$ cat src/bst_pkg.sv
package bst_pkg;

  localparam int MAX_SLOTS   = 16;
  localparam int COORD_W     = 12;
  localparam int SLOT_W      = (MAX_SLOTS > 1) ? $clog2(MAX_SLOTS) : 1;
  localparam int CNT_W       = $clog2(MAX_SLOTS + 1);
  localparam int CFG_SLOTS_W = 5;
  localparam int N_W         = (CNT_W > CFG_SLOTS_W) ? CNT_W : CFG_SLOTS_W;
  localparam int RADIUS_W    = 8;
  localparam int CAP_W       = 6;
  localparam int ENERGY_W    = 8;
  localparam int IDX_OUT_W   = 4;
  localparam int STATUS_W    = 2;
  localparam int CFG_IDX_W   = 2;
  localparam int CFG_DATA_W  = 8;
  localparam int R2_W        = 2 * RADIUS_W;
  localparam int D2_W        = 2 * COORD_W + 1;

  localparam logic [STATUS_W-1:0] ST_TICK  = 2'd0;
  localparam logic [STATUS_W-1:0] ST_MATCH = 2'd1;
  localparam logic [STATUS_W-1:0] ST_CLAIM = 2'd2;
  localparam logic [STATUS_W-1:0] ST_DROP  = 2'd3;

  localparam logic [CFG_IDX_W-1:0] REG_SLOTS  = 2'd0;
  localparam logic [CFG_IDX_W-1:0] REG_RADIUS = 2'd1;
  localparam logic [CFG_IDX_W-1:0] REG_CAP    = 2'd2;

  localparam logic [CFG_SLOTS_W-1:0] RST_SLOTS  = 5'd16;
  localparam logic [RADIUS_W-1:0]    RST_RADIUS = 8'd5;
  localparam logic [CAP_W-1:0]       RST_CAP    = 6'd20;

  localparam logic signed [ENERGY_W-1:0] ENERGY_GAIN  = 8'sd2;
  localparam logic signed [ENERGY_W-1:0] ENERGY_DECAY = 8'sd1;

  typedef struct packed {
    logic start;
    logic tick_step;
    logic det_step;
    logic claim;
    logic load_out;
  } bst_cmd_t;

  typedef struct packed {
    logic empty;
    logic last;
    logic hit;
    logic out_free;
  } bst_stat_t;

endpackage

$ cat src/bst_req_if.sv
interface bst_req_if import bst_pkg::*; ();
  logic               valid;
  logic               ready;
  logic               req_type;
  logic [COORD_W-1:0] det_x;
  logic [COORD_W-1:0] det_y;

  modport source (output valid, req_type, det_x, det_y, input ready);
  modport sink (input valid, req_type, det_x, det_y, output ready);
endinterface

$ cat src/bst_rsp_if.sv
interface bst_rsp_if import bst_pkg::*; ();
  logic                        valid;
  logic                        ready;
  logic [STATUS_W-1:0]         status;
  logic [IDX_OUT_W-1:0]        slot_index;
  logic signed [ENERGY_W-1:0]  slot_energy;

  modport source (output valid, status, slot_index, slot_energy, input ready);
  modport sink (input valid, status, slot_index, slot_energy, output ready);
endinterface

$ cat src/bst_cfg_if.sv
interface bst_cfg_if import bst_pkg::*; ();
  logic                  valid;
  logic                  ready;
  logic [CFG_IDX_W-1:0]  index;
  logic [CFG_DATA_W-1:0] data;

  modport source (output valid, index, data, input ready);
  modport sink (input valid, index, data, output ready);
endinterface

$ cat src/bst_ctrl.sv
module bst_ctrl import bst_pkg::*; (
  input  logic      clk,
  input  logic      rst,
  input  logic      req_valid,
  input  logic      req_type,
  output logic      req_ready,
  input  bst_stat_t stat,
  output bst_cmd_t  cmd
);

  localparam logic [2:0] S_IDLE  = 3'd0;
  localparam logic [2:0] S_TICK  = 3'd1;
  localparam logic [2:0] S_DET   = 3'd2;
  localparam logic [2:0] S_CLAIM = 3'd3;
  localparam logic [2:0] S_FIN   = 3'd4;

  logic [2:0] state;
  logic [2:0] state_next;

  always_comb begin
    cmd        = '0;
    req_ready  = 1'b0;
    state_next = state;
    unique case (state)
      S_IDLE: begin
        req_ready = 1'b1;
        if (req_valid) begin
          cmd.start = 1'b1;
          if (stat.empty) begin
            state_next = S_FIN;
          end else if (req_type) begin
            state_next = S_DET;
          end else begin
            state_next = S_TICK;
          end
        end
      end
      S_TICK: begin
        cmd.tick_step = 1'b1;
        if (stat.last) begin
          state_next = S_FIN;
        end
      end
      S_DET: begin
        cmd.det_step = 1'b1;
        if (stat.hit) begin
          state_next = S_FIN;
        end else if (stat.last) begin
          state_next = S_CLAIM;
        end
      end
      S_CLAIM: begin
        cmd.claim  = 1'b1;
        state_next = S_FIN;
      end
      S_FIN: begin
        if (stat.out_free) begin
          cmd.load_out = 1'b1;
          state_next   = S_IDLE;
        end
      end
      default: begin
        state_next = S_IDLE;
      end
    endcase
  end

  always_ff @(posedge clk) begin
    if (rst) begin
      state <= S_IDLE;
    end else begin
      state <= state_next;
    end
  end

endmodule

$ cat src/bst_dp.sv
module bst_dp import bst_pkg::*; (
  input  logic                       clk,
  input  logic                       rst,
  input  logic                       cfg_we,
  input  logic [CFG_IDX_W-1:0]       cfg_index,
  input  logic [CFG_DATA_W-1:0]      cfg_data,
  input  logic                       req_type,
  input  logic [COORD_W-1:0]         det_x,
  input  logic [COORD_W-1:0]         det_y,
  input  bst_cmd_t                   cmd,
  output bst_stat_t                  stat,
  input  logic                       rsp_ready,
  output logic                       rsp_valid,
  output logic [STATUS_W-1:0]        rsp_status,
  output logic [IDX_OUT_W-1:0]       rsp_slot_index,
  output logic signed [ENERGY_W-1:0] rsp_slot_energy
);

  logic [CFG_SLOTS_W-1:0] slots_in_use;
  logic [RADIUS_W-1:0]    match_radius;
  logic [CAP_W-1:0]       energy_cap_halves;

  logic [MAX_SLOTS-1:0]       slot_active;
  logic [COORD_W-1:0]         slot_x [MAX_SLOTS];
  logic [COORD_W-1:0]         slot_y [MAX_SLOTS];
  logic signed [ENERGY_W-1:0] slot_energy [MAX_SLOTS];

  logic [SLOT_W-1:0]          idx;
  logic [SLOT_W-1:0]          free_idx;
  logic                       free_found;
  logic [COORD_W-1:0]         cur_x;
  logic [COORD_W-1:0]         cur_y;
  logic [R2_W-1:0]            r2;
  logic [STATUS_W-1:0]        res_status;
  logic [SLOT_W-1:0]          res_idx;
  logic signed [ENERGY_W-1:0] res_energy;

  logic [N_W-1:0]             n;
  logic                       last;
  logic                       cur_active;
  logic signed [ENERGY_W-1:0] cur_energy;
  logic [COORD_W:0]           dx_s;
  logic [COORD_W:0]           dy_s;
  logic [COORD_W-1:0]         adx;
  logic [COORD_W-1:0]         ady;
  logic [2*COORD_W-1:0]       dx2;
  logic [2*COORD_W-1:0]       dy2;
  logic [D2_W-1:0]            d2;
  logic                       hit;
  logic signed [ENERGY_W-1:0] cap_s;
  logic signed [ENERGY_W-1:0] hit_energy;
  logic signed [ENERGY_W-1:0] claim_energy;
  logic                       decay_kill;

  assign n = (N_W'(slots_in_use) > N_W'(MAX_SLOTS)) ? N_W'(MAX_SLOTS) : N_W'(slots_in_use);
  assign last = (N_W'(idx) + N_W'(1)) == n;

  assign cur_active = slot_active[idx];
  assign cur_energy = slot_energy[idx];

  assign dx_s = {1'b0, cur_x} - {1'b0, slot_x[idx]};
  assign dy_s = {1'b0, cur_y} - {1'b0, slot_y[idx]};
  assign adx  = dx_s[COORD_W] ? COORD_W'(-dx_s) : dx_s[COORD_W-1:0];
  assign ady  = dy_s[COORD_W] ? COORD_W'(-dy_s) : dy_s[COORD_W-1:0];
  assign dx2  = (2*COORD_W)'(adx) * (2*COORD_W)'(adx);
  assign dy2  = (2*COORD_W)'(ady) * (2*COORD_W)'(ady);
  assign d2   = D2_W'(dx2) + D2_W'(dy2);
  assign hit  = cur_active && (d2 < D2_W'(r2));

  assign cap_s        = $signed({{(ENERGY_W-CAP_W){1'b0}}, energy_cap_halves});
  assign hit_energy   = (cur_energy < cap_s) ? cur_energy + ENERGY_GAIN : cur_energy;
  assign claim_energy = (cap_s > 0) ? ENERGY_GAIN : '0;
  assign decay_kill   = cur_energy < 0;

  assign stat.empty    = (n == '0);
  assign stat.last     = last;
  assign stat.hit      = hit;
  assign stat.out_free = !rsp_valid || rsp_ready;

  always_ff @(posedge clk) begin
    if (rst) begin
      slots_in_use      <= RST_SLOTS;
      match_radius      <= RST_RADIUS;
      energy_cap_halves <= RST_CAP;
    end else if (cfg_we) begin
      unique case (cfg_index)
        REG_SLOTS:  slots_in_use      <= cfg_data[CFG_SLOTS_W-1:0];
        REG_RADIUS: match_radius      <= cfg_data[RADIUS_W-1:0];
        REG_CAP:    energy_cap_halves <= cfg_data[CAP_W-1:0];
        default: begin
        end
      endcase
    end
  end

  always_ff @(posedge clk) begin
    if (rst) begin
      slot_active <= '0;
    end else begin
      if (cfg_we && cfg_index == REG_SLOTS) begin
        slot_active <= '0;
      end
      if (cmd.tick_step && cur_active && decay_kill) begin
        slot_active[idx] <= 1'b0;
      end
      if (cmd.claim && free_found) begin
        slot_active[free_idx] <= 1'b1;
      end
    end
  end

  always_ff @(posedge clk) begin
    if (cmd.tick_step && cur_active) begin
      slot_energy[idx] <= decay_kill ? '0 : cur_energy - ENERGY_DECAY;
    end
    if (cmd.det_step && hit) begin
      slot_x[idx]      <= cur_x;
      slot_y[idx]      <= cur_y;
      slot_energy[idx] <= hit_energy;
    end
    if (cmd.claim && free_found) begin
      slot_x[free_idx]      <= cur_x;
      slot_y[free_idx]      <= cur_y;
      slot_energy[free_idx] <= claim_energy;
    end
  end

  always_ff @(posedge clk) begin
    if (rst) begin
      free_found <= 1'b0;
    end else if (cmd.start) begin
      free_found <= 1'b0;
    end else if (cmd.det_step && !hit && !cur_active && !free_found) begin
      free_found <= 1'b1;
    end
  end

  always_ff @(posedge clk) begin
    if (cmd.start) begin
      idx        <= '0;
      cur_x      <= det_x;
      cur_y      <= det_y;
      r2         <= R2_W'(match_radius) * R2_W'(match_radius);
      res_status <= req_type ? ST_DROP : ST_TICK;
      res_idx    <= '0;
      res_energy <= '0;
    end
    if (cmd.tick_step && !last) begin
      idx <= idx + SLOT_W'(1);
    end
    if (cmd.det_step) begin
      if (hit) begin
        res_status <= ST_MATCH;
        res_idx    <= idx;
        res_energy <= hit_energy;
      end else begin
        if (!cur_active && !free_found) begin
          free_idx <= idx;
        end
        if (!last) begin
          idx <= idx + SLOT_W'(1);
        end
      end
    end
    if (cmd.claim && free_found) begin
      res_status <= ST_CLAIM;
      res_idx    <= free_idx;
      res_energy <= claim_energy;
    end
  end

  always_ff @(posedge clk) begin
    if (rst) begin
      rsp_valid <= 1'b0;
    end else if (cmd.load_out) begin
      rsp_valid <= 1'b1;
    end else if (rsp_ready) begin
      rsp_valid <= 1'b0;
    end
  end

  always_ff @(posedge clk) begin
    if (cmd.load_out) begin
      rsp_status      <= res_status;
      rsp_slot_index  <= IDX_OUT_W'(res_idx);
      rsp_slot_energy <= res_energy;
    end
  end

endmodule

$ cat src/blob_slot_tracker.sv
// Tracks up to sixteen blobs; a detection matches the lowest-numbered active slot whose center
// lies within the radius, and energies decay on ticks. Each request is a frame tick or a
// detection, and each gives exactly one response. The datapath examines one slot per cycle
// with a single distance unit, so with N the number of slots in use (capped at sixteen), a tick
// visits all N slots, a detection that hits slot i stops there, and a detection that claims a
// slot or is dropped visits all N slots and then a claim step; with no slot in use the search is skipped.
// The block takes one request at a time; a new request is accepted as soon as the previous
// response sits in the output register, even while that response still waits to be taken.
// Writing the slot count clears the whole table; configuration writes are always accepted.
module blob_slot_tracker import bst_pkg::*; (
  input logic      clk,
  input logic      rst,
  bst_req_if.sink   req,
  bst_rsp_if.source rsp,
  bst_cfg_if.sink   cfg
);

  bst_cmd_t  cmd;
  bst_stat_t stat;

  assign cfg.ready = 1'b1;

  bst_ctrl u_ctrl (
    .clk       (clk),
    .rst       (rst),
    .req_valid (req.valid),
    .req_type  (req.req_type),
    .req_ready (req.ready),
    .stat      (stat),
    .cmd       (cmd)
  );

  bst_dp u_dp (
    .clk             (clk),
    .rst             (rst),
    .cfg_we          (cfg.valid),
    .cfg_index       (cfg.index),
    .cfg_data        (cfg.data),
    .req_type        (req.req_type),
    .det_x           (req.det_x),
    .det_y           (req.det_y),
    .cmd             (cmd),
    .stat            (stat),
    .rsp_ready       (rsp.ready),
    .rsp_valid       (rsp.valid),
    .rsp_status      (rsp.status),
    .rsp_slot_index  (rsp.slot_index),
    .rsp_slot_energy (rsp.slot_energy)
  );

endmodule

$ cat src/flat_wrapper.sv
// flat-port wrapper written by rule: the top's interface ports become plain ports
module blob_slot_tracker_flat import bst_pkg::*;
  (clk, rst, req_valid, req_req_type, req_det_x, req_det_y, req_ready, rsp_valid, rsp_status, rsp_slot_index, rsp_slot_energy, rsp_ready, cfg_valid, cfg_index, cfg_data, cfg_ready);
  bst_req_if req_i ();
  bst_rsp_if rsp_i ();
  bst_cfg_if cfg_i ();
  input logic clk;
  input logic rst;
  input wire logic [$bits(req_i.valid)-1:0] req_valid;
  input wire logic [$bits(req_i.req_type)-1:0] req_req_type;
  input wire logic [$bits(req_i.det_x)-1:0] req_det_x;
  input wire logic [$bits(req_i.det_y)-1:0] req_det_y;
  output wire logic [$bits(req_i.ready)-1:0] req_ready;
  output wire logic [$bits(rsp_i.valid)-1:0] rsp_valid;
  output wire logic [$bits(rsp_i.status)-1:0] rsp_status;
  output wire logic [$bits(rsp_i.slot_index)-1:0] rsp_slot_index;
  output wire logic [$bits(rsp_i.slot_energy)-1:0] rsp_slot_energy;
  input wire logic [$bits(rsp_i.ready)-1:0] rsp_ready;
  input wire logic [$bits(cfg_i.valid)-1:0] cfg_valid;
  input wire logic [$bits(cfg_i.index)-1:0] cfg_index;
  input wire logic [$bits(cfg_i.data)-1:0] cfg_data;
  output wire logic [$bits(cfg_i.ready)-1:0] cfg_ready;
  assign req_i.valid = req_valid;
  assign req_i.req_type = req_req_type;
  assign req_i.det_x = req_det_x;
  assign req_i.det_y = req_det_y;
  assign req_ready = req_i.ready;
  assign rsp_valid = rsp_i.valid;
  assign rsp_status = rsp_i.status;
  assign rsp_slot_index = rsp_i.slot_index;
  assign rsp_slot_energy = rsp_i.slot_energy;
  assign rsp_i.ready = rsp_ready;
  assign cfg_i.valid = cfg_valid;
  assign cfg_i.index = cfg_index;
  assign cfg_i.data = cfg_data;
  assign cfg_ready = cfg_i.ready;
  blob_slot_tracker u_core (.clk(clk), .rst(rst), .req(req_i), .rsp(rsp_i), .cfg(cfg_i));
endmodule
$ cat config.mk
export PLATFORM = sky130hd
export DESIGN_NAME = blob_slot_tracker_flat
export DESIGN_NICKNAME = d
export VERILOG_FILES = /design/src/bst_pkg.sv /design/src/bst_req_if.sv /design/src/bst_rsp_if.sv /design/src/bst_cfg_if.sv /design/src/bst_ctrl.sv /design/src/bst_dp.sv /design/src/blob_slot_tracker.sv /design/src/flat_wrapper.sv
export SDC_FILE = /design/constraint.sdc
export NUM_CORES = 1
export LEC_CHECK = 0
export ABC_AREA = 1
export BUFFER_PORTS_ARGS = -buffer_cell sky130_fd_sc_hd__clkbuf_2
export CAP_MARGIN = 20
export CORE_MARGIN = 2
export CORE_UTILIZATION = 38
export DETAILED_ROUTE_END_ITERATION = 10
export GPL_TIMING_DRIVEN = 0
export PLACE_DENSITY = 0.53
export SYNTH_ARGS = -nofsm -noshare
export SYNTH_HDL_FRONTEND = slang
export SYNTH_SLANG_ARGS = --single-unit
export TNS_END_PERCENT = 10
$ cat constraint.sdc
create_clock -name clk -period 22.4 [get_ports clk]
set_clock_uncertainty 0.15 [all_clocks]
set_input_delay 4.48 -clock clk [delete_from_list [all_inputs] [get_ports clk]]
set_output_delay 4.48 -clock clk [all_outputs]
set_load 0.02 [all_outputs]
### Yosys cells after proc, flatten, opt, wreduce, memory -nomap -nowiden

Memory sizes are Yosys's and may differ from the RTL's. A register that Yosys moved wholly into a read port is not among the register bits.
Cells that the tools add are included.

| operators by class | value |
|---|---|
| add/sub/neg operators | 9 |
| $mul | 3 |
| magnitude comparators | 9 |
| equality and inequality tests | 11 |
| multiplexer cells | 68 |
| bitwise gates (word level) | 5 |
| reduce and logical (&&, ||, !) cells | 32 |

Operators by type and width:

| cell | number |
|---|---|
| $mux W16 | 5 |
| $mux W8 | 8 |
| $mul A12 B12 Y24 | 2 |
| $mux W12 | 4 |
| $mux W4 | 12 |
| $sub A12 B12 Y13 | 2 |
| $add A24 B24 Y25 | 1 |
| $lt A25 B16 Y1 | 1 |
| $neg A12 Y12 | 2 |
| $reduce_or A12 Y1 | 2 |
| $mux W1 | 22 |
| $mux W3 | 6 |
| $and A16 B16 Y16 | 1 |
| $mul A8 B8 Y16 | 1 |
| $not A16 Y16 | 1 |
| $or A16 B16 Y16 | 1 |
| $pmux W3 S5 | 1 |
| $logic_and A1 B1 Y1 | 13 |
| $mux W2 | 6 |
| $lt A4 B5 Y1 const B | 2 |
| $add A8 B3 Y8 const B | 1 |
| $demux W1 S4 | 2 |
| $ge A4 B1 Y1 const B | 2 |
| $lt A8 B1 Y1 const B | 1 |
| 30 further kinds | 38 |

| word-level totals | value |
|---|---|
| flip-flop bits (word level) | 116 |
| RAM bits | 512 |
| output and inout bits | 17 |
| logic and storage cells | 158 |
| memories kept | 3 |

Memories:

| name | depth | width | read ports | clocked after memory_dff | write ports | line | text |
|---|---|---|---|---|---|---|---|
| u_core.u_dp.slot_x | 16 | 12 | 1 | 1 | 1 | bst_dp.sv:24 | `logic [COORD_W-1:0] slot_x [MAX_SLOTS];` |
| u_core.u_dp.slot_y | 16 | 12 | 1 | 1 | 1 | bst_dp.sv:25 | `logic [COORD_W-1:0] slot_y [MAX_SLOTS];` |
| u_core.u_dp.slot_energy | 16 | 8 | 1 | 1 | 1 | bst_dp.sv:26 | `logic signed [ENERGY_W-1:0] slot_energy [MAX_SLOTS];` |

### Logic depth before layout (Yosys ltp)

Gate-level depths: netlist of the first run.

| logic depth | value |
|---|---|
| depth after elaboration | 12 |
| mapped depth | 64 |

### Modules after synthesis

A second synthesis of the first run with hierarchy kept.

| unflattened totals | value |
|---|---|
| cells, all modules | 4,039 |
| area, all modules | 37,936.4 µm² |

Modules (own cells, without submodules):

| module | instances | cells each | area each (µm²) | sequential area each (µm²) |
|---|---|---|---|---|
| bst_dp | 1 | 3,981 | 37,621.1 | 17,066.4 |
| bst_ctrl | 1 | 56 | 304.0 | 60.1 |
| blob_slot_tracker | 1 | 2 | 11.3 | 0.0 |

### Least setup slack after synthesis of the first run

OpenSTA, ideal clock, no wires.

| path | value |
|---|---|
| path kind | register to register |
| start point | register u_core.u_dp.idx[0] |
| end point | memory u_core.u_dp.slot_x[14][0] (enable) |
| data arrival time | 11.473 ns |
| path slack | 10.342 ns |
| cell stages (with the launch flop) | 54 |
| buffers on the path | 8 |
| period minus slack after synthesis | 12.058 ns |
| cells stage by stage | dfxtp_1 buf_6 buf_6 buf_2 buf_2 clkbuf_1 clkbuf_1 o21ai_0 o22ai_1 nand2_1 nand4_1 ha_1 inv_1 fa_1 nand3_1 nand2_2 nand3_2 nand3_2 [... 18 more ...] fa_1 ha_1 nand2_1 nand2_1 a21oi_1 nand2_1 a31oi_1 xnor2_1 ha_1 a21oi_1 nand3b_1 nand2_1 nor2_2 nand4_1 nand2_2 inv_2 buf_2 nor3_1 |

RTL lines:

| element | line | text |
|---|---|---|
| start: declaration | bst_dp.sv:28 | `logic [SLOT_W-1:0] idx;` |
| start signal: assignment | bst_dp.sv:149 | `idx <= idx + SLOT_W'(1);` |
| start signal: assignment | bst_dp.sv:161 | `idx <= idx + SLOT_W'(1);` |
| end: declaration | bst_dp.sv:24 |  |

==> flow_summary.ini, run 1 <==
[synthesis]
yosysSeqAreaShare_pct = 49.50
yosysUniqueCellTypes = 54
synth_fp_nets = 4037
synth_ff_type = edfxtp_1
synth_seq_cells = 627
synth_edf_count = 569
synth_area_per_cell_um2 = 10.29
syn_inst = 3581
netlist_area_um2 = 36860
yosys_warnings = 0
ys_async_sr_fraction_pct = 0

[flow_run]
max-cap-violations = 0

[floorplanning]
dieWidth_um = 315.5
die_y_um = 315.5
dieArea_um2 = 99510
pin_count = 57
coreArea_um2 = 96420
rows = 114
start_util_pct = 38.23

[cts]
htreeDepth = 3
root_buffer = clkbuf_16
ctsHoldBuffers = 0
cts_sinks = 627
post_cts_buffers = 0
cts_made_buffers = 68
cts_tree = done
clock_latency_ps = 610
cts_resized = 0
clk_path_buf_depth = 3
path_clk_slew_ps = 60

[finish]
final_layout_size_suffix_gt1_share_pct = 8.180
final_cell_mix = edfxtp_1 (569), inv_1 (551), nand2_1 (466)
fin_nets = 4208
final_common_cell = edfxtp_1
fillers = 9377
syn_to_final_growth_pct = 12.63

[worst_hold_path]
hold_path_class = reg2reg

[sta]
slew_viol_final = 0
setup_viol = 0
period_minus_slack_ps = 15050
setup_tns_ps = 0
fmax_mhz = 66.44
hold_viol = 0
tightestPinTransition_ps = 1229
post-route-period-util_pct = 67.19
rsz0062_at_grt = false
hold_slack_ps = 282.8
maxSlewHeadroom_pct = 18.06

[grt]
grt_max_degree = 23
grt_pass1_wl_um = 153600
antenna_found_initial = 0
grt_overflow = 0
grt_pass1_vias = 25760
grt_usage_pct = 20.33

[placement]
gp_congestion = 0.8598
io_buffers = 55
dp_hpwl_um = 74690

[routing]
dr_total_vias = 25850
drt_first_pass_iters = 6
drc = 0
avgViaCountPerCell = 5.089
drt_iter0_markers = 2276
routed_wl_um = 99970
antenna_left = 0
avgRoutedWirePerCell_um = 19.68

[critical_path]
cpMostUsedCell = nand2_1
critPathMaxFanout = 10
required_ps = 22560
startpoint_type = flop
critPathKind = reg2reg
critPathCaptureType = flop
slowest_delay_ps = 820
cp.arrival_ps = 15210
critical-path-slowest-cell = clkbuf_1
r2r_slack_ps = 7350

[outcome]
outcome = finished clean
final timing paths:
path              cells past startpoint                 startpoint                             end
hold reg to reg                       0  u_core.u_dp.res_energy[5]  u_core.u_dp.rsp_slot_energy[5]
hold / removal                        0  u_core.u_dp.res_energy[5]  u_core.u_dp.rsp_slot_energy[5]
setup / recovery                     56         u_core.u_dp.idx[0]        u_core.u_dp.slot_y[8][1]
setup reg to reg                     56         u_core.u_dp.idx[0]        u_core.u_dp.slot_y[8][1]
cell families after synthesis:
| group | Yosys count | share of synthesized area [%] |
|---|---|---|
| compound gates | 617 | 9.636 |
| xor+xnor | 69 | 1.762 |
| fa+ha+maj | 416 | 18.72 |
| buf+inv | 707 | 7.488 |
| flops | 627 | 49.50 |
| other cells | 1 | 0.01017 |
| simple gates | 1144 | 12.88 |
worst max-delay path, delay by kind of cell, from the launching register on:
kind,cells,cell delay [ps]
buf+inv,16,4040
compound gates,6,1050
flops,1,410
simple gates,20,3110
xor+xnor,3,1170
fa+ha+maj,11,4760
state kept, by name (all words and copies together), names as in the netlist, 2 cells and up:
signal and cells:
u_core.u_dp.res_energy 8, u_core.u_dp.slot_y 192, u_core.u_dp.idx 4, u_core.u_dp.slot_active 16, u_core.u_dp.free_idx 4, u_core.u_dp.energy_cap_halves 6, u_core.u_dp.rsp_slot_index 4, u_core.u_dp.res_idx 4
u_core.u_dp.slot_energy 128, u_core.u_dp.match_radius 8, u_core.u_dp.res_status 2, u_core.u_dp.cur_y 12, u_core.u_dp.slot_x 192, u_core.u_dp.r2 15, u_core.u_dp.rsp_slot_energy 8, u_core.u_dp.slots_in_use 5
u_core.u_dp.cur_x 12, u_core.u_dp.rsp_status 2, u_core.u_ctrl.state 3
metal layers:
metal	track usage (%)	share of wire, %	vias up
li1	-	-	12330
met1	27.97	45	12700
met5	0	0	-
met4	5.849	2.4	0
met2	33.88	48	693
met3	2.466	5.1	132
per-stage QoR:
step / utilization [%] / std cells / setup WS (ps) / instance area [µm²]
CTS: 43.02 / 5074 / 7256 / 41480
floorplan: - / 3581 / 10340 / 36860
global route: 43.05 / 5078 / 6482 / 41510
global placement: 40.17 / 4912 / 4234 / 38730
finish: 43.06 / 5079 / 7349 / 41520
detailed placement: 40.76 / 4954 / 7285 / 39300
final cells by class:
| class | instances | area (µm²) | share of cell area (%) |
|---|---|---|---|
| multi-input cells | 2247 | 15940 | 38.39 |
| diodes | 1 | 2.502 | 0.006028 |
| repair buffers | 101 | 790.8 | 1.905 |
| clock buffers | 85 | 1839 | 4.430 |
| plain buffers | 132 | 599.3 | 1.444 |
| inverters | 575 | 2161 | 5.205 |
| well taps | 1276 | 1597 | 3.846 |
| flip-flops and latches | 627 | 18250 | 43.95 |
| clock inverters | 35 | 342.8 | 0.8258 |
cells in the mapped netlist, types with 3 or more instances:
cell	count	area, µm²
nand3_2	3	30.03
a221oi_1	22	192.7
a21o_1	11	82.58
edfxtp_1	569	17090
xor2_1	46	402.9
a21oi_2	3	26.28
inv_2	18	67.56
a21oi_1	82	410.4
nand3_1	114	570.6
a31oi_1	5	31.28
o21ai_0	301	1506
nand4_1	24	150.1
o21ai_1	13	65.06
o22ai_1	124	775.7
buf_2	23	115.1
nor3_1	31	155.2
nand3b_1	12	90.09
fa_1	226	4524
o21bai_1	7	52.55
a22o_1	22	192.7
xnor2_1	20	175.2
nand2_1	466	1749
clkbuf_1	93	349.1
o311ai_0	3	26.28
or2_2	3	18.77
dfxtp_1	58	1161
buf_6	6	67.56
a22oi_1	4	30.03
inv_1	552	2072
o211ai_1	15	112.6
nand2_2	15	93.84
nor2_1	452	1697
ha_1	190	2377
clkinv_1	4	15.01
nor2_2	11	68.82
buf_4	8	60.06
Power of run 1 is left out: the tool's default activity adds up to more than one toggle a clock period on the data nets, which glitch-free logic cannot reach.
==> run 2: changes to the inputs <==
- clock period: 22.4 -> 14.7 ns (I/O delays scaled with it)
==> flow_summary.ini, run 2 (synthesis gave the netlist of run 1 again) <==
[routing]
routed_wl_um = 100200
drc = 0
avgViaCountPerCell = 5.103
avgRoutedWirePerCell_um = 19.74
drt_first_pass_iters = 6
drt_iter0_markers = 2343
dr_total_vias = 25900
antenna_left = 0

[finish]
fillers = 9370
final_cell_mix = edfxtp_1 (569), inv_1 (551), nand2_1 (466)
final_layout_size_suffix_gt1_share_pct = 8.395
fin_util_pct = 43.13
syn_to_final_growth_pct = 12.81
antenna_cells = 0
reg_top3 = u_core.u_dp.slot_x: 192 flops, u_core.u_dp.slot_y: 192 flops, u_core.u_dp.slot_energy: 128 flops
fin_nets = 4206
final_common_cell = edfxtp_1

[grt]
antenna_found_initial = 0
grt_pass1_wl_um = 153600
grt_max_degree = 23
grt_pass1_vias = 25780
grt_overflow = 0
grt_usage_pct = 20.34

[critical_path]
slowest_delay_ps = 960
cpMostUsedCell = nand2_1
critPathCaptureType = flop
required_ps = 14860
critPathMaxFanout = 10
critPathKind = reg2reg
startpoint_type = flop
cp.arrival_ps = 14040
critical-path-slowest-cell = clkbuf_1

[sta]
hold_viol = 0
maxSlewHeadroom_pct = 17.01
slew_viol_final = 0
setup_tns_ps = 0
fmax_mhz = 72.05
rsz0062_at_grt = false
post-route-period-util_pct = 94.42
hold_slack_ps = 282.9
period_minus_slack_ps = 13880
tightestPinTransition_ps = 1245
setup_viol = 0

[floorplanning]
rows = 114
dieArea_um2 = 99510
start_util_pct = 38.23
coreArea_um2 = 96420
pin_count = 57
die_y_um = 315.5
dieWidth_um = 315.5

[worst_hold_path]
hold_path_class = reg2reg

[cts]
ctsHoldBuffers = 0
cts_made_buffers = 68
clock_latency_ps = 610
htreeDepth = 3
cts_sinks = 627
path_clk_slew_ps = 60
clk_path_buf_depth = 3
root_buffer = clkbuf_16
cts_tree = done

[placement]
dp_hpwl_um = 74690
io_buffers = 55
gp_congestion = 0.8598

[outcome]
outcome = finished clean

[flow_run]
max-cap-violations = 0
[run 2: cell types whose count changed in the layout (fill, tap and decap cells not counted), sizes merged]
cell      change
clkinvlp      +1
buf           -2
clkinv        -1
diode         -1
[run 2: cell type report]
cell class	instances	area, µm²	share of cell area [%]
well taps	1276	1597	3.839
clock buffers	85	1839	4.423
multi-input cells	2247	16000	38.48
clock inverters	35	342.8	0.8245
inverters	575	2165	5.206
plain buffers	131	608.1	1.462
flip-flops and latches	627	18250	43.88
repair buffers	100	783.3	1.884
[run 2: stage by stage]
step / instance area (µm²) / worst slack, ps / cells
floorplan: 36860 / 2642 / 3581
global placement: 38730 / -3466 / 4912
detailed placement: 39300 / -415.4 / 4954
CTS: 41500 / 52.58 / 5074
global route: 41580 / 63.64 / 5076
finish: 41580 / 820.8 / 5076
[run 2: worst paths after layout]
check | end | slack (ps) | startpoint | cells after the start
max | u_core.u_dp.slot_x[10][11] | 820 | u_core.u_dp.idx[3] | 52
min | u_core.u_dp.rsp_slot_energy[5] | 280 | u_core.u_dp.res_energy[5] | 0
max reg2reg | u_core.u_dp.slot_x[10][11] | 820 | u_core.u_dp.idx[3] | 52
min reg2reg | u_core.u_dp.rsp_slot_energy[5] | 280 | u_core.u_dp.res_energy[5] | 0
[run 2: worst max-delay path, delay by kind of cell, from the launching register on]
kind	cells	cell delay [ps]
adders and majority gates	10	4590
xor gates and xnor gates	2	520
AOI/OAI and AO/OA	6	1110
buffers and inverters	14	3280
and+or+nand+nor	20	3330
DFF	1	540
[run 2: layer usage]
layer	GRT usage, %	vias to the layer above	routed length, µm
li1	-	12330	-
met1	27.97	12720	44840
met2	33.89	727	47710
met3	2.466	130	5378
met4	5.849	0	2265
met5	0	-	0
[run 2: what timing repair did]
| item | CTS | global route |
|---|---|---|
| setup endpoints to repair | 300 | 571 |
| buffers inserted | 0 | 0 |
| gates resized for setup | 4 | 21 |
| endpoints found under the hold margin | 0 | 0 |
| gates cloned | 0 | 0 |
| pin swaps | 0 | 0 |
Power of run 2 is left out for the same reason.
